### config.mk
export PLATFORM = sky130hd
export DESIGN_NAME = lsp_fifo
export DESIGN_NICKNAME = d
export VERILOG_FILES = /design/src/design/lsp_pkg.sv /design/src/design/lsp_fifo.sv
export SDC_FILE = /design/constraint.sdc
export NUM_CORES = 1
export LEC_CHECK = 0
export ABC_AREA = 1
export BUFFER_PORTS_ARGS = -buffer_cell sky130_fd_sc_hd__buf_2
export CORE_ASPECT_RATIO = 1.2
export CORE_UTILIZATION = 57
export DETAILED_ROUTE_END_ITERATION = 8
export GPL_ROUTABILITY_DRIVEN = 0
export PLACE_DENSITY = 0.8
export SLEW_MARGIN = 20
export SYNTH_ARGS = -nofsm -noshare
export SYNTH_HDL_FRONTEND = slang
export SYNTH_SLANG_ARGS = --single-unit
### constraint.sdc
create_clock -name clk -period 2.9 [get_ports clk]
set_input_delay 0.29 -clock clk [delete_from_list [all_inputs] [get_ports clk]]
set_output_delay 0.29 -clock clk [all_outputs]
set_load 0.02 [all_outputs]
### src/design/lsp_pkg.sv
// lsp_pkg: shared constants, register codes and types of the lidar point converter
// no dependencies; imported by every module of the block

package lsp_pkg;

  localparam int MAX_BEAM_INDEX_DEF = 1080;
  localparam int PAN_STEPS_DEF      = 7000;
  localparam int MAX_ROWS_DEF       = 4096;
  localparam int BEAMS_PER_TURN     = 1440;

  // angle magnitude fed to the trig units, taken apart one digit a stage
  localparam int MAG_W        = 28;
  localparam int DIGIT_W      = 4;
  localparam int MOD_STAGES   = MAG_W / DIGIT_W;
  localparam int PHASE_STAGES = 32 / DIGIT_W;
  localparam int HORNER_SLOTS = 6;
  localparam int TRIG_LAT     = MOD_STAGES + 1 + PHASE_STAGES + 2 + 3 * HORNER_SLOTS + 1;

  localparam int QUEUE_DEPTH = 4;
  localparam int ADDR_W      = 5;

  localparam logic [15:0] GATE_LOW_MM  = 16'd100;
  localparam logic [15:0] GATE_HIGH_MM = 16'd30000;
  localparam logic [16:0] COORD_LIMIT  = 17'd65535;

  typedef enum logic [2:0] {
    REG_START_PAN = 3'd0,
    REG_PAN_INC   = 3'd1,
    REG_ROWS      = 3'd2,
    REG_FRONT     = 3'd3,
    REG_MIN_BEAM  = 3'd4,
    REG_MAX_BEAM  = 3'd5,
    REG_GATE_EN   = 3'd6
  } reg_idx_t;

  typedef struct packed {
    logic signed [15:0] start_pan_steps;
    logic signed [15:0] pan_step_increment;
    logic [12:0]        rows_in_scan;
    logic [10:0]        front_beam;
    logic [10:0]        min_beam;
    logic [10:0]        max_beam;
    logic               gate_enable;
  } cfg_t;

  typedef struct packed {
    logic [15:0]      range_mm;
    logic [12:0]      prow;
    logic [10:0]      col;
    logic             gated;
    logic             second;
    logic [MAG_W-1:0] pan_mag;
    logic             pan_neg;
    logic [10:0]      beam_mag;
  } item_t;

endpackage

### src/design/lsp_fifo.sv
// lsp_fifo: short queue of classified points between front and back
// depends on lsp_pkg (item_t, QUEUE_DEPTH)

module lsp_fifo (
  input  logic           clk,
  input  logic           rst,
  input  logic           push,
  input  lsp_pkg::item_t push_item,
  output logic           not_full,
  input  logic           pop,
  output logic           not_empty,
  output lsp_pkg::item_t pop_item
);
  import lsp_pkg::*;

  localparam int AW = $clog2(QUEUE_DEPTH);
  localparam int CW = $clog2(QUEUE_DEPTH + 1);

  item_t          entries [QUEUE_DEPTH];
  logic [AW-1:0]  wr_ptr;
  logic [AW-1:0]  rd_ptr;
  logic [CW-1:0]  count;
  logic [CW-1:0]  count_next;

  assign not_full   = count != CW'(QUEUE_DEPTH);
  assign not_empty  = count != '0;
  assign pop_item   = entries[rd_ptr];
  assign count_next = count + CW'(push) - CW'(pop);

  always_ff @(posedge clk) begin
    if (rst) begin
      wr_ptr <= '0;
      rd_ptr <= '0;
      count  <= '0;
    end else begin
      if (push) wr_ptr <= wr_ptr + AW'(1);
      if (pop) rd_ptr <= rd_ptr + AW'(1);
      count <= count_next;
    end
  end

  always_ff @(posedge clk) begin
    if (push) begin
      entries[wr_ptr] <= push_item;
    end
  end

endmodule

Word-level counts from Yosys, hierarchy flattened --
Memories as Yosys holds them, arrays and structs flattened. A register that Yosys moved wholly into a read port is not among the register bits. Cells that the tools add are included.
Cells by class: reductions and logical operators 1, mux-type cells 4, add/subtract/negate cells 4, equal/unequal tests 1
Operators by type and width (count):
- 2-bit by 1-bit adder with 2-bit output, second input constant | 2
- 2-bit two-way mux | 2
- 3-bit by 1-bit adder with 3-bit output | 1
- 3-bit != test, second input constant | 1
- 3-bit nonzero test | 1
- 3-bit by 1-bit subtractor with 3-bit output | 1
- 1-bit two-way mux | 2
Word-level totals: output and inout port bits 84, register bits 7, memories kept 1, bits in writable memories 328
Memory list:
- entries | words 4, bits a word 82, read ports 1, clocked after Yosys merged registers in 1, wr ports 1, RTL line lsp_fifo.sv:19 | item_t entries [QUEUE_DEPTH];

Logic depth before layout (Yosys ltp) --
depth in word-level cells 3, depth in mapped cells 9, gate-level depth less buffers 9

Least setup slack after synthesis --
OpenSTA, ideal clock, no wires.
path type reg2reg, from register wr_ptr[0], to memory entries[2][0] (netlist name) (enable), required time 2.464 ns, clock period less this slack 2.612 ns, setup slack 0.288 ns, cell stages (with the launch flop) 5, arrival 2.176 ns, path through dfxtp_1 inv_1 ha_1 nand2_1 inv_1
RTL lines:
- start: declaration | RTL line lsp_fifo.sv:20 | logic [AW-1:0] wr_ptr;
- start signal: assignment | RTL line lsp_fifo.sv:36 | if (push) wr_ptr <= wr_ptr + AW'(1);
- end: declaration | RTL line lsp_fifo.sv:19
Straight into the memory's write port.

==> impl_summary.log <==
[metrics] Max Clock Freq: 408 MHz
[metrics] largest net degree at the start of global routing: 91
[metrics] reg-to-reg critical path startpoint: wr_ptr[0]$_SDFFE_PP0P_
[metrics] wire length per cell after detailed routing: 16.4 µm
[metrics] proportion of netlist area held by the largest area contributor: 0.744
[metrics] detailed placement HPWL: 14600 µm
[metrics] total of hold buffers inserted after clock tree synthesis: 84
[metrics] overflow left after global routing: 0
[metrics] simple-gate area share of the yosys netlist: 0.0507
[metrics] overall die area: 23800 µm²
[metrics] DP Cell Count: 1456
[metrics] first-pass GRT wire length: 40900 µm
[metrics] Num CTS Buffers: 31
[metrics] core region area: 22600 µm²
[metrics] part of the total power dissipated in sequential elements: 0.531
[metrics] R2R cell count: 5
[metrics] maximum VDD drop: 0.000625 V
[metrics] Clock transition at path regs: 0.06 ns
[metrics] final wirelength: 26200 µm
[metrics] Layout Cells excl Fill: 1599
[metrics] compound-gate portion of the synthesized area: 0.112
[metrics] via count: 8241
[metrics] share of the yosys chip area belonging to registers: 0.758
[metrics] initial core utilization: 0.586
[metrics] total count of hold-check failures in the final report: 0
[metrics] CTS tree: built
[metrics] Clock Skew: 0.0103 ns
[metrics] Startpoint Class: register
[metrics] count of unresolved DRC violations after routing: 0
[metrics] relative slew slack: 0.642
[metrics] CTS sink cnt: 337
[metrics] net count after synthesis: 1104
[metrics] warnings from Yosys: 0
[metrics] total routing usage reported by global routing: 0.221
[metrics] gate count of the mapped netlist: 1011
[metrics] HP Class: in2reg
[metrics] setup slack at placement: 1.06 ns
[metrics] kind of critical path: reg2out
[metrics] final-report max-slew violation count: 0
[metrics] outcome: complete, no violations
[metrics] number of antenna violations at the first check in global routing: 2
[metrics] logic gate share of total power: 0.114
[metrics] Design Power: 10.6 mW
[metrics] number of input and output port buffers inserted: 169
[metrics] synthesized-area fraction occupied by xor and xnor cells: 0
[metrics] die span in y: 169 µm
[metrics] core utilization of the finished layout: 0.718
[metrics] Final period util: 0.845
[metrics] critical hold path startpoint: push
[metrics] combinational family with the most area after synthesis: compound AO/OA/AOI/OAI gates
[metrics] leakage power: 6.37 nW
[metrics] final worst hold slack: 0.122 ns
[metrics] Critical Path Sink Type: output pin
[metrics] MaxCap Viol Count: 0
[metrics] Mean Syn Cell Area: 13.1 µm²
[metrics] length of the first detailed-routing pass in iterations: 5
[metrics] power density over the cells: 655 nW/µm²
[metrics] share of final-layout standard cells stronger than drive strength 1: 0.185
[metrics] Synth Area in Adders: 0.00718
[metrics] source-to-sink clock delay at the later pin of the worst-skew pair: 0.55 ns
[metrics] Post-Layout Inst Area: 16200 µm²
[metrics] net switching power: 2.53 mW
[metrics] critical-path maximum fanout: 90
[metrics] data required time at the worst endpoint: 2.61 ns
[metrics] Nets: 1356
[metrics] number of DRC violations after detailed-routing iteration 0: 524
[metrics] final setup violation count: 0
[metrics] slew of the pin with the lowest slew margin: 0.537 ns
[metrics] worst hold stages: 3
[metrics] CTS H-Tree Depth: 1
[metrics] I/O pin count: 170
[metrics] worst-case setup margin in the final layout: 0.450 ns
[metrics] library cell with the largest summed area after synthesis: edfxtp_1
[metrics] detail-routed via count per cell: 5.15
[metrics] internal power: 8.10 mW
[metrics] remaining number of nets flagged by the antenna check after routing: 0
[metrics] Die X-Extent: 141 µm
[metrics] Post-CTS Setup Inserts: 0
[metrics] clock share of power: 0.355
[metrics] critical path arrival: 2.16 ns
[metrics] via count of the first global-routing pass: 8290
[metrics] switching power as a share of total power: 0.238
[metrics] setup slack, reg-to-reg: 1.07 ns
[metrics] number of buffers between clock root and the deepest sink: 3
[metrics] Gates resized, CTS repair: 0
[metrics] synthesis-to-finish area growth: 22.6%
[metrics] setup_tns: 0 ns
[metrics] biggest area contributors in the synthesized netlist: edfxtp_1 74%, inv_1 5.1%, nand2_1 4.9%
[metrics] site row count: 60
[metrics] r2r endpoint: entries[0][78]$_DFFE_PP_
[metrics] capture endpoint of the worst hold path: wr_ptr[0]$_SDFFE_PP0P_
[metrics] unrepaired setup endpoints after global routing: no
[metrics] instance area at placement: 14400 µm²
[metrics] final worst path period need: 2.45 ns
[metrics] post-synthesis mux area share: 0
[metrics] Synth cell types: 14
[metrics] root buffer cell: clkbuf_16
[metrics] number of synthesized register bits: 337
[metrics] area of the mapped netlist: 13200 µm²
-- layer usage --
layer	vias to the layer above	track usage	part of all wire
li1	4024	-	-
met1	3954	0.262	0.40
met3	49	0.0450	0.053
met4	0	0.0728	0.023
met2	214	0.402	0.53
met5	-	0	0
-- how the worst max path moves through the flow --
stage	startpoint	end	slack [ns]	cells after the start
CTS	register	pop_item[27]	0.45	5
global placement	register	pop_item[27]	1.09	4
global route	register	pop_item[46]	0.31	5
floorplan	wr_ptr[0]$_SDFFE_PP0P_	entries[2][0]$_DFFE_PP_	0.29	4
detailed placement	register	pop_item[18]	1.06	5
finish	register	pop_item[46]	0.45	5
-- placed cells by master, fill, tap and decap left out, drive strengths merged --
cell           n
nand2        172
o211ai        82
bufinv         2
ha             6
nor2           3
dlygate4sd3   84
clkinv        19
edfxtp       328
clkinvlp       2
diode          3
dfxtp          9
buf          189
clkbuf        33
o21ai         86
nand3          3
inv          179
fa             1
a21oi         88
-- cells in the mapped netlist --
cell type	count
edfxtp_1	328
inv_1	179
nand2_1	172
a21oi_1	88
o21ai_0	86
o211ai_1	82
buf_2	39
buf_4	9
dfxtp_1	9
clkbuf_1	6
ha_1	6
nand3_1	3
nor2_1	3
fa_1	1
-- worst max-delay path, cell delays in order, from the launching register on --
cell and delay [ns]:
dfxtp_4 0.64, buf_12 0.39, a21oi_1 0.09, o21ai_0 0.14, nand2_1 0.11, buf_2 0.17
-- cell families after synthesis --
| logic type | Yosys count |
|---|---|
| and+or+nand+nor | 178 |
| AOI/OAI and AO/OA | 256 |
| DFF | 337 |
| adders and majority gates | 7 |
| buffers and inverters | 233 |
-- final cells by class --
cell class | instances | area, µm²
repair buffers | 273 | 1920
well taps | 310 | 388
inverters | 179 | 682
clock buffers | 33 | 783
fillers | 1489 | 6360
diodes | 3 | 7.51
multi-input cells | 441 | 2250
clock inverters | 23 | 160
flip-flops and latches | 337 | 10000
-- power by group through the flow --
stage,Sequential [mW],Combinational [mW],Clock (mW)
3_3_place_gp,5.74,1.08,0
6_report,5.65,1.21,3.78
4_1_cts,5.64,1.21,3.83
5_1_grt,5.66,1.33,4.02
2_1_floorplan,5.72,0.710,0
3_5_place_dp,5.75,1.11,0
-- flip-flops by register name (all words and copies together) (netlist names), named ones only --
register,count
rd_ptr,2
entries,328
wr_ptr,2
count,3
(Power assumes the default switching activity.)
