### src/design/lsp_pkg.sv
// lsp_pkg: shared constants, register codes and types of the lidar point converter
// no dependencies; imported by every module of the block

package lsp_pkg;

  localparam int MAX_BEAM_INDEX_DEF = 1080;
  localparam int PAN_STEPS_DEF      = 7000;
  localparam int MAX_ROWS_DEF       = 4096;
  localparam int BEAMS_PER_TURN     = 1440;

  // angle magnitude fed to the trig units, taken apart one digit a stage
  localparam int MAG_W        = 28;
  localparam int DIGIT_W      = 4;
  localparam int MOD_STAGES   = MAG_W / DIGIT_W;
  localparam int PHASE_STAGES = 32 / DIGIT_W;
  localparam int HORNER_SLOTS = 6;
  localparam int TRIG_LAT     = MOD_STAGES + 1 + PHASE_STAGES + 2 + 3 * HORNER_SLOTS + 1;

  localparam int QUEUE_DEPTH = 4;
  localparam int ADDR_W      = 5;

  localparam logic [15:0] GATE_LOW_MM  = 16'd100;
  localparam logic [15:0] GATE_HIGH_MM = 16'd30000;
  localparam logic [16:0] COORD_LIMIT  = 17'd65535;

  typedef enum logic [2:0] {
    REG_START_PAN = 3'd0,
    REG_PAN_INC   = 3'd1,
    REG_ROWS      = 3'd2,
    REG_FRONT     = 3'd3,
    REG_MIN_BEAM  = 3'd4,
    REG_MAX_BEAM  = 3'd5,
    REG_GATE_EN   = 3'd6
  } reg_idx_t;

  typedef struct packed {
    logic signed [15:0] start_pan_steps;
    logic signed [15:0] pan_step_increment;
    logic [12:0]        rows_in_scan;
    logic [10:0]        front_beam;
    logic [10:0]        min_beam;
    logic [10:0]        max_beam;
    logic               gate_enable;
  } cfg_t;

  typedef struct packed {
    logic [15:0]      range_mm;
    logic [12:0]      prow;
    logic [10:0]      col;
    logic             gated;
    logic             second;
    logic [MAG_W-1:0] pan_mag;
    logic             pan_neg;
    logic [10:0]      beam_mag;
  } item_t;

endpackage

### src/design/lsp_front.sv
// lsp_front: takes range requests, drops the front beam and beams outside the window and classifies the rest
// depends on lsp_pkg (cfg_t, item_t, gate limits)

module lsp_front #(
  parameter int MAX_BEAM_INDEX = lsp_pkg::MAX_BEAM_INDEX_DEF,
  parameter int MAX_ROWS       = lsp_pkg::MAX_ROWS_DEF
) (
  input  logic           clk,
  input  logic           rst,
  input  logic           in_valid,
  output logic           in_ready,
  input  logic [15:0]    range_mm,
  input  logic [10:0]    beam_index,
  input  logic [11:0]    row_index,
  input  lsp_pkg::cfg_t  cfg,
  input  logic           q_ready,
  output logic           q_push,
  output lsp_pkg::item_t q_item
);
  import lsp_pkg::*;

  logic               drop;
  logic               second;
  logic [10:0]        delta;
  logic [12:0]        rows;
  logic [13:0]        prow_sum;
  logic [12:0]        prow;
  logic signed [28:0] prod;
  logic signed [28:0] pos;
  logic               gated;
  item_t              item;

  logic  f_valid;
  logic  f_keep;
  item_t f_item;

  always_comb begin
    drop = (beam_index == cfg.front_beam) || (beam_index < cfg.min_beam) ||
           (beam_index > cfg.max_beam) || ({1'b0, beam_index} > 12'(MAX_BEAM_INDEX));
    second = beam_index > cfg.front_beam;
    delta  = second ? beam_index - cfg.front_beam : cfg.front_beam - beam_index;
    rows   = ({4'd0, cfg.rows_in_scan} > 17'(MAX_ROWS)) ? 13'(MAX_ROWS) : cfg.rows_in_scan;
    prow_sum = {2'd0, row_index} + {1'b0, rows};
    if (!second) begin
      prow = {1'b0, row_index};
    end else if (prow_sum > 14'd8191) begin
      prow = 13'd8191;
    end else begin
      prow = prow_sum[12:0];
    end
    prod = $signed({1'b0, row_index}) * cfg.pan_step_increment;
    pos  = prod + {{13{cfg.start_pan_steps[15]}}, cfg.start_pan_steps};
    gated = cfg.gate_enable && !(range_mm > GATE_LOW_MM && range_mm < GATE_HIGH_MM);

    item.range_mm = range_mm;
    item.prow     = prow;
    item.col      = delta - 11'd1;
    item.gated    = gated;
    item.second   = second;
    // the pan angle is minus the position, so a positive position wraps from below
    item.pan_mag  = pos[28] ? 28'(-pos) : 28'(pos);
    item.pan_neg  = !pos[28] && (pos != '0);
    item.beam_mag = delta;
  end

  assign in_ready = !f_valid || !f_keep || q_ready;
  assign q_push   = f_valid && f_keep && q_ready;
  assign q_item   = f_item;

  always_ff @(posedge clk) begin
    if (rst) begin
      f_valid <= 1'b0;
    end else if (in_ready) begin
      f_valid <= in_valid;
    end
  end

  always_ff @(posedge clk) begin
    if (in_ready && in_valid) begin
      f_item <= item;
      f_keep <= !drop;
    end
  end

endmodule

### config.mk
export PLATFORM = sky130hd
export DESIGN_NAME = lsp_front
export DESIGN_NICKNAME = d
export VERILOG_FILES = /design/src/design/lsp_pkg.sv /design/src/design/lsp_front.sv
export SDC_FILE = /design/constraint.sdc
export NUM_CORES = 1
export LEC_CHECK = 0
export ABC_AREA = 1
export ABC_CLOCK_PERIOD_IN_PS = 10470
export BUFFER_PORTS_ARGS = -buffer_cell sky130_fd_sc_hd__buf_2
export CORE_AREA = 2 2 215 217
export CTS_BUF_LIST = sky130_fd_sc_hd__clkbuf_8 sky130_fd_sc_hd__clkbuf_16
export DETAILED_ROUTE_END_ITERATION = 7
export DIE_AREA = 0 0 217 219
export GPL_TIMING_DRIVEN = 0
export PLACE_DENSITY = 0.55
export SKIP_CTS_REPAIR_TIMING = 1
export SKIP_LAST_GASP = 1
export SLEW_MARGIN = 5
export SYNTH_ARGS = -nofsm -noshare
export SYNTH_HDL_FRONTEND = slang
export SYNTH_SLANG_ARGS = --single-unit
export TNS_END_PERCENT = 5
### constraint.sdc
create_clock -name clk -period 10.47 [get_ports clk]
set_clock_uncertainty 0.2 [all_clocks]
set_input_delay 2.094 -clock clk [delete_from_list [all_inputs] [get_ports clk]]
set_output_delay 2.094 -clock clk [all_outputs]
set_load 0.01 [all_outputs]
* Yosys cells after proc, flatten, opt, wreduce, memory -nomap -nowiden
Cells that the tools add are included.
** Storage, ports and cells
- Register bits after elaboration :: 84
- Output and inout port bits :: 84
- Word-level logic and storage cells :: 49
** Operators by class
- Add/sub/neg operators :: 6
- Multipliers :: 1
- $lt $le $gt $ge :: 8
- Equality and inequality tests :: 1
- Multiplexer cells :: 5
- Reductions and logical operators :: 17
** Operator list (number)
- 29-bit adder :: 1
- 13-bit by 16-bit multiplier with 29-bit output :: 1
- 29-bit nonzero test :: 1
- 28-bit two-way mux :: 1
- 28-bit negator :: 1
- 13-bit two-way mux :: 2
- 11-bit greater-than comparator :: 2
- 11-bit subtractor :: 2
- 16-bit by 7-bit greater-than comparator with 1-bit output (second input constant) :: 1
- 16-bit by 15-bit less-than comparator with 1-bit output (second input constant) :: 1
- 12-bit by 13-bit adder with 14-bit output :: 1
- 14-bit by 13-bit greater-than comparator with 1-bit output (second input constant) :: 1
- 13-bit greater-than comparator (second input constant) :: 1
- 12-bit two-way mux :: 1
- 11-bit == test :: 1
- 11-bit greater-than comparator (second input constant) :: 1
- 11-bit less-than comparator :: 1
- 11-bit two-way mux :: 1
- 11-bit by 1-bit subtractor with 11-bit output (second input constant) :: 1
- 1-bit logical AND :: 6
- 1-bit zero test :: 5
- 1-bit logical OR :: 5

* Logic depth before layout (Yosys ltp)
Gate-level depths: netlist of the first run.
- Word-level depth :: 6
- Gate-level depth with buffers :: 36
- Depth with buffers taken out :: 34

* Worst setup path before layout of the first run
Ideal clock, no wire load.
- Path kind :: input -> register
- Start :: input port row_index[1]
- End :: register f_item (netlist bit q_item[37]), data pin
- Library setup time :: 252 ps
- Arrival :: 7899 ps
- Setup slack :: 2119 ps
- Stages on the path :: 31
- Cells stage by stage :: clkbuf_1 clkbuf_1 nand2_1 inv_1 fa_1 inv_1 fa_1 inv_1 fa_1 fa_1 fa_1 inv_1 fa_1 inv_1 ha_1 nand2_1 inv_1 nand2_1 nand2_1 a21oi_1 nand3_1 nand2_1 nand2_2 nor2_2 nand2_1 nor2_1 nand3_1 nand2_1 nand2_1 nand2_1 nand2_1
** RTL lines
- from (decl) :: line lsp_front.sv:14 : input logic [11:0] row_index,
- to (signal assigned) :: line lsp_front.sv:80 : f_item <= item;
- to (decl) :: line lsp_front.sv:35 : item_t f_item;

==> results of run 1 <==
==> layout make-up <==
| type | instances | area [sq um] |
|---|---|---|
| clock inverters | 6 | 72.6 |
| repair buffers | 207 | 1070 |
| well taps | 600 | 751 |
| fillers | 4827 | 27300 |
| plain buffers | 53 | 245 |
| clock buffers | 9 | 225 |
| flip-flops and latches | 84 | 2510 |
| inverters | 603 | 2270 |
| multi-input cells | 1388 | 10600 |
==> Yosys cell counts (6+ instances only) <==
cell and instances:
clkbuf_1 41, inv_2 7, a31oi_1 14, xor2_1 40, a21o_1 6, edfxtp_1 83, xnor2_1 21, a21oi_1 57
nand4_1 35, inv_1 590, nand2_1 592, nor3_1 7, ha_1 130, nor4_1 8, nor2_1 123, nand2_2 13
nand3_1 59, o21ai_0 24, fa_1 205, nor2_2 10
==> per-layer routing <==
metal / vias to the layer above / wire length, um / track usage (%) / part of all wire (%)
met4: 0 / 837 / 4.22 / 1.9
met3: 47 / 2130 / 2.55 / 5.0
met5: - / 0 / 0 / 0
met1: 6410 / 19100 / 24.3 / 44
met2: 335 / 21000 / 32.6 / 49
li1: 6744 / - / - / -
==> registers in the layout (all words and copies together), names as in the netlist <==
| name | count |
|---|---|
| q_item | 82 |
| f_valid | 1 |
| f_keep | 1 |
==> worst max-delay path: cells and delay by family <==
kind	cells	cell delay [ns]
fa+ha+maj	7	3.40
compound gates	1	0.25
buf+inv	12	2.61
simple gates	8	1.26
==> stage by stage <==
stage          hold slack [ns]  worst slack [ns]  std cells  area (sq um)
2_1_floorplan            0.381              2.12       2128         15700
4_1_cts                  0.406             0.810       2950         17800
5_1_grt                  0.434             0.308       2950         17800
3_5_place_dp             0.396             0.462       2935         17500
6_report                 0.406             0.798       2950         17800
3_3_place_gp             0.327             0.459       2933         17400
==> kinds of logic (layout without fill, tap and decap cells) <==
kind of cell	count (synthesis)	in the layout	synth area share, %
AND/OR/NAND/NOR	865	865	23.0
XOR/XNOR	63	63	3.62
buffers and inverters	656	878	16.0
flip-flops	84	84	16.0
AO/OA/AOI/OAI	125	125	4.67
adder cells (fa/ha/maj)	335	335	36.6
==> path summary, 6_finish.rpt <==
check / to / slack [ns] / from / cells after the start
max: q_item[11] / 0.80 / row_index[1] / 28
min: f_valid / 0.41 / f_valid / 4
max reg2reg: q_item[19] / 8.58 / f_keep / 4
min reg2reg: f_valid / 0.41 / f_valid / 4
==> results.md, run 1 <==
* Final ANT Viol Nets at 0
* Initial antenna violation count at 0
* RSZ-0062 raised after global routing: false
* Fin crit share at 92.4%
* Die ar. at 47,500 sq um
* Drt pass-1 iters at 5
* Min cycle time layout at 9.67 ns
* Number of global-route vias before repair at 13.6k
* Yosys Warn Count at 0
* P&R area growth vs syn at 13.6%
* Max-slew headroom at 43.5%
* Cells after Synth at 2,128
* Fin nets at 2,803
* Largest fanout on the critical path at 10
* Final core occ at 39.4%
* TritonCTS Buffers at 9
* Seq/Total Area, Yosys at 16.0%
* Synth unique cells at 50
* GP Congestion at 0.902
* Most frequent CP cell: inv_1
* Hold Crit Class: reg -> reg
* DR vias at 13.5k
* Ant. Diodes at 0
* DRC violations left at 0
* Setup TNS at 0 ns
* Status: complete, no violations
* CTS root buf: clkbuf_16
* Starting density of the core at 34.7%
* Num ports at 206
* CP endpoint kind: flop
* Main synth FF type: edfxtp_1
* Largest net degree at the start of global routing at 34
* Worst slew pin tran at 0.847 ns
* Maxcap violations at 0
* Gr usage total at 18.6%
* Final Routed Wirelength at 43,000 um
* Syn_nets at 2,585
* Worst setup SP type: input pin
* Fin. Hold Viols at 0
* Share of the synthesized area in the top cell type at 26.2%
* Commonest non-fill, non-tap cell in the layout: nand2_1
* WP data required at 10.43 ns
* DR vias/cell at 4.59
* F_max at 103 MHz
* Count of flip-flops with a built-in enable after synthesis at 83
* H-tree Lvls at 3
* Row cnt at 78
* Leading cell types in the layout, fill and taps excluded: 592 x nand2_1, 590 x inv_1, 209 x buf_2, 205 x fa_1, 130 x ha_1
* Clock latency at the later pin of the worst-skew pair at 0.35 ns
* Clock sinks at 84
* Reg clk slew, reported paths at 0.06 ns
* Total global routing overflow at 0
* Ys async rst share at 0%
* Share of layout cells above drive strength 1 at 12.0%
* Dpl hpwl at 37,700 um
* Max-slew violations at 0
* First-pass GRT wire length at 69,800 um
* Final setup vio count at 0
* Worst path max stage delay at 0.70 ns
* CTS tree: built
* Slowest cell on crit path: clkbuf_1
* Core box area at 45,100 sq um
* I/O Buffers at 205
* Routed len/inst at 14.6 um
* Dominant cells by area after synthesis: fa_1 26%, edfxtp_1 16%, nand2_1 14%
* Synthesized area at 15,700 sq um
* Number of synthesized register bits at 84
* Die H at 219 um
* Synthesized area per cell at 7.36 sq um
* Post-synth top area cell: fa_1
* DRT iter0 DRCs at 777
* Die W at 217 um
* CP Class: in -> reg
* Critical Path AT at 9.64 ns
* Longest Clk Path Bufs at 2
Power of run 1 is not shown: default switching activity piles up to over one toggle a cycle in this logic, so the estimate is an artifact.
==> inputs of run 2 (changes only) <==
--- a/config.mk
+++ b/config.mk
@@ -5,15 +5,17 @@
 export SDC_FILE = /design/constraint.sdc
 export NUM_CORES = 1
 export LEC_CHECK = 0
-export ABC_AREA = 1
+export ABC_AREA = 0
 export ABC_CLOCK_PERIOD_IN_PS = 10470
 export BUFFER_PORTS_ARGS = -buffer_cell sky130_fd_sc_hd__buf_2
-export CORE_AREA = 2 2 215 217
+export CELL_PAD_IN_SITES_DETAIL_PLACEMENT = 1
+export CELL_PAD_IN_SITES_GLOBAL_PLACEMENT = 1
+export CORE_AREA = 2 2 205 207
 export CTS_BUF_LIST = sky130_fd_sc_hd__clkbuf_8 sky130_fd_sc_hd__clkbuf_16
 export DETAILED_ROUTE_END_ITERATION = 7
-export DIE_AREA = 0 0 217 219
+export DIE_AREA = 0 0 207 209
 export GPL_TIMING_DRIVEN = 0
-export PLACE_DENSITY = 0.55
+export PLACE_DENSITY = 0.68
 export SKIP_CTS_REPAIR_TIMING = 1
 export SKIP_LAST_GASP = 1
 export SLEW_MARGIN = 5
==> results.md, run 2 <==
* Starting density of the core at 34.5%
* Final Routed Wirelength at 38,700 um
* Clock latency at the later pin of the worst-skew pair at 0.38 ns
* Yosys Warn Count at 0
* Count of flip-flops with a built-in enable after synthesis at 83
* Final ANT Viol Nets at 0
* Share of layout cells above drive strength 1 at 15.6%
* Synth Area in Compound Gates at 11.7%
* I/O Buffers at 205
* Core box area at 41,300 sq um
* F_max at 102 MHz
* DR vias at 11.0k
* Routed len/inst at 16.9 um
* Dpl hpwl at 33,600 um
* Max-slew headroom at 30.8%
* Synth unique cells at 81
* Syn_nets at 1,981
* Largest net degree at the start of global routing at 68
* Synth Area in Adders at 40.2%
* Min cycle time layout at 9.84 ns
* CTS tree: built
* Status: complete, no violations
* Hold wc startpoint: f_valid
* Die W at 207 um
* GP Congestion at 0.849
* Simple-Gate Fraction of Synth Area at 15.1%
* Gr usage total at 18.3%
* Row cnt at 75
* Fin crit share at 94.0%
* Final cell count without fillers at 2,286
* DRT iter0 DRCs at 364
* Setup TNS at 0 ns
* Crit Reg-Reg Endpoint: q_item[30]
* Worst r2r path cells at 3
* Number of global-route vias before repair at 12.0k
* Longest Clk Path Bufs at 2
* Critical Path AT at 9.76 ns
* RSZ-0062 raised after global routing: false
* Post-synthesis mux area share at 0.509%
* Largest family of logic cells by synthesized area: adder cells
* Synthesized area per cell at 9.35 sq um
* Drt pass-1 iters at 4
* Fin nets at 2,198
* Dominant cells by area after synthesis: fa_1 29%, edfxtp_1 17%, ha_1 11%
* Num ports at 206
* Synthesized area at 14,200 sq um
* DRC violations left at 0
* Clock sinks at 84
* Largest fanout on the critical path at 10
* WP data required at 10.39 ns
* Worst setup SP type: input pin
* Share of the synthesized area in the top cell type at 28.8%
* Area of the multi-input gates at 10,300 sq um
* CP Class: in -> reg
* Hold Crit Class: reg -> reg
* Commonest non-fill, non-tap cell in the layout: inv_1
* H-tree Lvls at 3
* Post-synth top area cell: fa_1
* Worst slew pin tran at 1.04 ns
* Synth top cells by count: 328 x inv_1, 205 x fa_1, 133 x nand2_1, 130 x ha_1, 116 x and2_1
* DR vias/cell at 4.80
* Ys async rst share at 0%
* Count leader, synth: inv_1
* Total global routing overflow at 0
* Flop2flop setup slack at 8.63 ns
* P&R area growth vs syn at 14.3%
* Initial antenna violation count at 0
* TritonCTS Buffers at 9
* Critical path capture point: q_item[37]
* Reg clk slew, reported paths at 0.07 ns
* First-pass GRT wire length at 63,300 um
* Leading cell types in the layout, fill and taps excluded: 328 x inv_1, 214 x buf_2, 205 x fa_1, 133 x nand2_1, 130 x ha_1
* CTS root buf: clkbuf_16
* Worst r2r src: f_keep
* Seq/Total Area, Yosys at 17.6%
* Cells after Synth at 1,524
* Maxcap violations at 0
* Cells after DPL at 2,269
* FILL cells at 4,896
* Final setup vio count at 0
* Worst setup startpoint: row_index[6]
* Max reg flops at 82
* Die ar. at 43,300 sq um
* Synth Area in XOR/XNOR at 4.53%
* CP endpoint kind: flop
* Main synth FF type: edfxtp_1
* Number of synthesized register bits at 84
* Max-slew violations at 0
* Register Area at 2510 sq um
* Die H at 209 um
* Fin. Hold Viols at 0
[run 2: cell type report]
type,instances,share of cell area [%]
clock buffer,9,1.38
buffer,52,1.47
tap,539,4.14
clock inverter,7,0.492
multi-input combinational,1060,63.0
sequential,84,15.4
timing repair buffer,206,6.47
antenna,1,0.0154
inverter,328,7.56
[run 2: critical path, stage by stage]
cell	delay, ns
buf_2	0.10
clkbuf_1	0.45
clkbuf_1	0.47
nand2_1	0.16
fa_1	0.54
fa_1	0.56
inv_1	0.06
fa_1	0.47
fa_1	0.54
fa_1	0.57
inv_1	0.06
fa_1	0.50
inv_1	0.04
ha_1	0.26
buf_2	0.19
nand4_1	0.18
o211ai_1	0.21
nand4_1	0.15
a21oi_2	0.20
o221ai_2	0.16
a211oi_2	0.27
nor4_1	0.10
a311oi_2	0.90
buf_6	0.26
a31oi_1	0.07
xor2_1	0.17
[run 2: cell families (layout without fill, tap and decap cells)]
group                    after synthesis  after routing
AND/OR/NAND/NOR                      411            411
buffers and inverters                380            602
adder cells (fa/ha/maj)              335            335
AO/OA/AOI/OAI                        235            235
flip-flops                            84             84
XOR/XNOR                              72             72
multiplexers                           7              7
other                                  0              1
[run 2: per-layer routing]
layer | global-route usage, % | routed length [um] | vias up
met4 | 5.10 | 529 | 0
met2 | 32.4 | 19700 | 163
met1 | 23.5 | 17300 | 5461
met3 | 2.39 | 1190 | 28
li1 | - | - | 5318
met5 | 0 | 0 | -
[run 2: how the worst min path moves through the flow]
stage,endpoint,cells after the start
after global routing,f_valid,2
final,f_valid,2
after global placement,f_valid,2
after CTS,f_valid,2
after detailed placement,f_valid,2
after floorplan,f_valid,2
[run 2: stage by stage]
step | area [sq um] | hold WS [ns] | util (%) | setup WS, ns
CTS | 16300 | 0.341 | 39.4 | 0.548
global placement | 15900 | 0.303 | 38.6 | 0.359
floorplan | 14200 | 0.358 | - | 1.74
finish | 16300 | 0.344 | 39.4 | 0.626
global route | 16300 | 0.389 | 39.4 | 0.180
detailed placement | 16000 | 0.330 | 38.7 | 0.143
Power of run 2 is left out for the same reason.
==> inputs of run 3 (changes only) <==
--- a/config.mk
+++ b/config.mk
@@ -16,6 +16,7 @@
 export DIE_AREA = 0 0 207 209
 export GPL_TIMING_DRIVEN = 0
 export PLACE_DENSITY = 0.68
+export RECOVER_POWER = 50
 export SKIP_CTS_REPAIR_TIMING = 1
 export SKIP_LAST_GASP = 1
 export SLEW_MARGIN = 5
==> results.md, run 3 (synthesis results as in run 2) <==
* Status: finished, violations left
* Failing checks: capacitance limit, slew limit
* DR vias at 11.0k
* Final core occ at 39.1%
* Final ANT Viol Nets at 0
* Num ports at 206
* TritonCTS Buffers at 9
* Critical path capture point: q_item[37]
* Total global routing overflow at 0
* Fin. Hold Viols at 0
* Final worst slack at 0.542 ns
* GP Congestion at 0.849
* Fin nets at 2,198
* Largest net degree at the start of global routing at 68
* Cells after DPL at 2,269
* Flop2flop setup slack at 5.63 ns
* Number of global-route vias before repair at 12.0k
* FILL cells at 4,921
* Starting density of the core at 34.5%
* DRT iter0 DRCs at 315
* Final setup vio count at 0
* Largest fanout on the critical path at 10
* DRC violations left at 0
* Core box area at 41,300 sq um
* Max-slew violations at 68
* CP Class: in -> reg
* Dpl hpwl at 33,600 um
* Pre-CTS WS at 0.143 ns
* P&R area growth vs syn at 13.4%
* Die ar. at 43,300 sq um
* Fin crit share at 94.8%
* Worst path max stage delay at 0.90 ns
* CTS tree: built
* Leading cell types in the layout, fill and taps excluded: 328 x inv_1, 205 x fa_1, 133 x nand2_1, 131 x buf_2, 130 x ha_1
* Drt pass-1 iters at 5
* Longest Clk Path Bufs at 2
* Ant. Diodes at 0
* Clock sinks at 84
* RSZ-0062 raised after global routing: false
* Setup TNS at 0 ns
* Slowest cell on crit path: a311oi_2
* Commonest non-fill, non-tap cell in the layout: inv_1
* Worst r2r path cells at 3
* Maxcap violations at 1
* Initial antenna violation count at 0
* Most frequent CP cell: fa_1
* Die W at 207 um
* Worst r2r src: f_keep
* Worst setup SP type: input pin
* Critical Path AT at 9.85 ns
* Reg clk slew, reported paths at 0.07 ns
* CTS root buf: clkbuf_16
* Worst setup startpoint: row_index[6]
* Gr usage total at 18.3%
* Crit Reg-Reg Endpoint: q_item[30]
* Area of the multi-input gates at 10,300 sq um
* Max-slew headroom at -140%
* Hold Crit Class: reg -> reg
* First-pass GRT wire length at 63,300 um
* WP data required at 10.39 ns
* Share of layout cells above drive strength 1 at 10.7%
* Min cycle time layout at 9.93 ns
* H-tree Lvls at 3
* Routed len/inst at 16.9 um
* Worst slew pin tran at 3.60 ns
* CP endpoint kind: flop
* I/O Buffers at 205
* Final Routed Wirelength at 38,700 um
* Max reg flops at 82
* Die H at 209 um
* Final cell count without fillers at 2,285
* Clock latency at the later pin of the worst-skew pair at 0.38 ns
* Row cnt at 75
* Register Area at 2510 sq um
* DR vias/cell at 4.79
* F_max at 101 MHz
-- run 3: cell types whose count changed in the layout (fill, tap and decap cells not counted) --
cell,delta
and2_0,+1
and2_4,-1
buf_1,-1
buf_16,-1
buf_2,-83
clkbuf_1,+85
diode_2,-1
-- run 3: stage by stage --
step           cell area, sq um  hold WS, ns
4_1_cts                   16300        0.341
6_report                  16200        0.333
3_5_place_dp              16000        0.330
3_3_place_gp              15900        0.303
2_1_floorplan             14200        0.358
5_1_grt                   16200        0.381
-- run 3: final cells by class --
class,count,area share (%)
Sequential cell,84,15.6
Tap cell,539,4.18
Multi-Input combinational cell,1060,63.5
Clock buffer,9,1.39
Inverter,328,7.62
Clock inverter,7,0.496
Timing Repair Buffer,206,5.73
Buffer,52,1.48
-- run 3: layer usage --
metal  up-vias  routed length (um)  GRT usage, %
met5         -                   0             0
met4         0                 607          5.10
met3        32                1060          2.39
met2       152               19600          32.4
met1      5460               17400          23.5
li1       5312                   -             -
-- run 3: worst min-delay path by stage --
| stage | startpoint | endpoint | slack (ns) | cells past startpoint |
|---|---|---|---|---|
| 6_report | f_valid | f_valid | 0.33 | 2 |
| 5_1_grt | f_valid | f_valid | 0.38 | 2 |
| 4_1_cts | f_valid | f_valid | 0.34 | 2 |
| 3_5_place_dp | f_valid | f_valid | 0.33 | 2 |
| 3_3_place_gp | f_valid | f_valid | 0.30 | 2 |
| 2_1_floorplan | f_valid | f_valid | 0.36 | 2 |
-- run 3: worst max-delay path, delay by kind of cell --
family	cells	cell delay, ns
buf+inv	8	1.71
fa+ha+maj	7	3.44
compound gates	6	1.82
simple gates	4	0.60
xor+xnor	1	0.17
Power of run 3 is left out for the same reason.
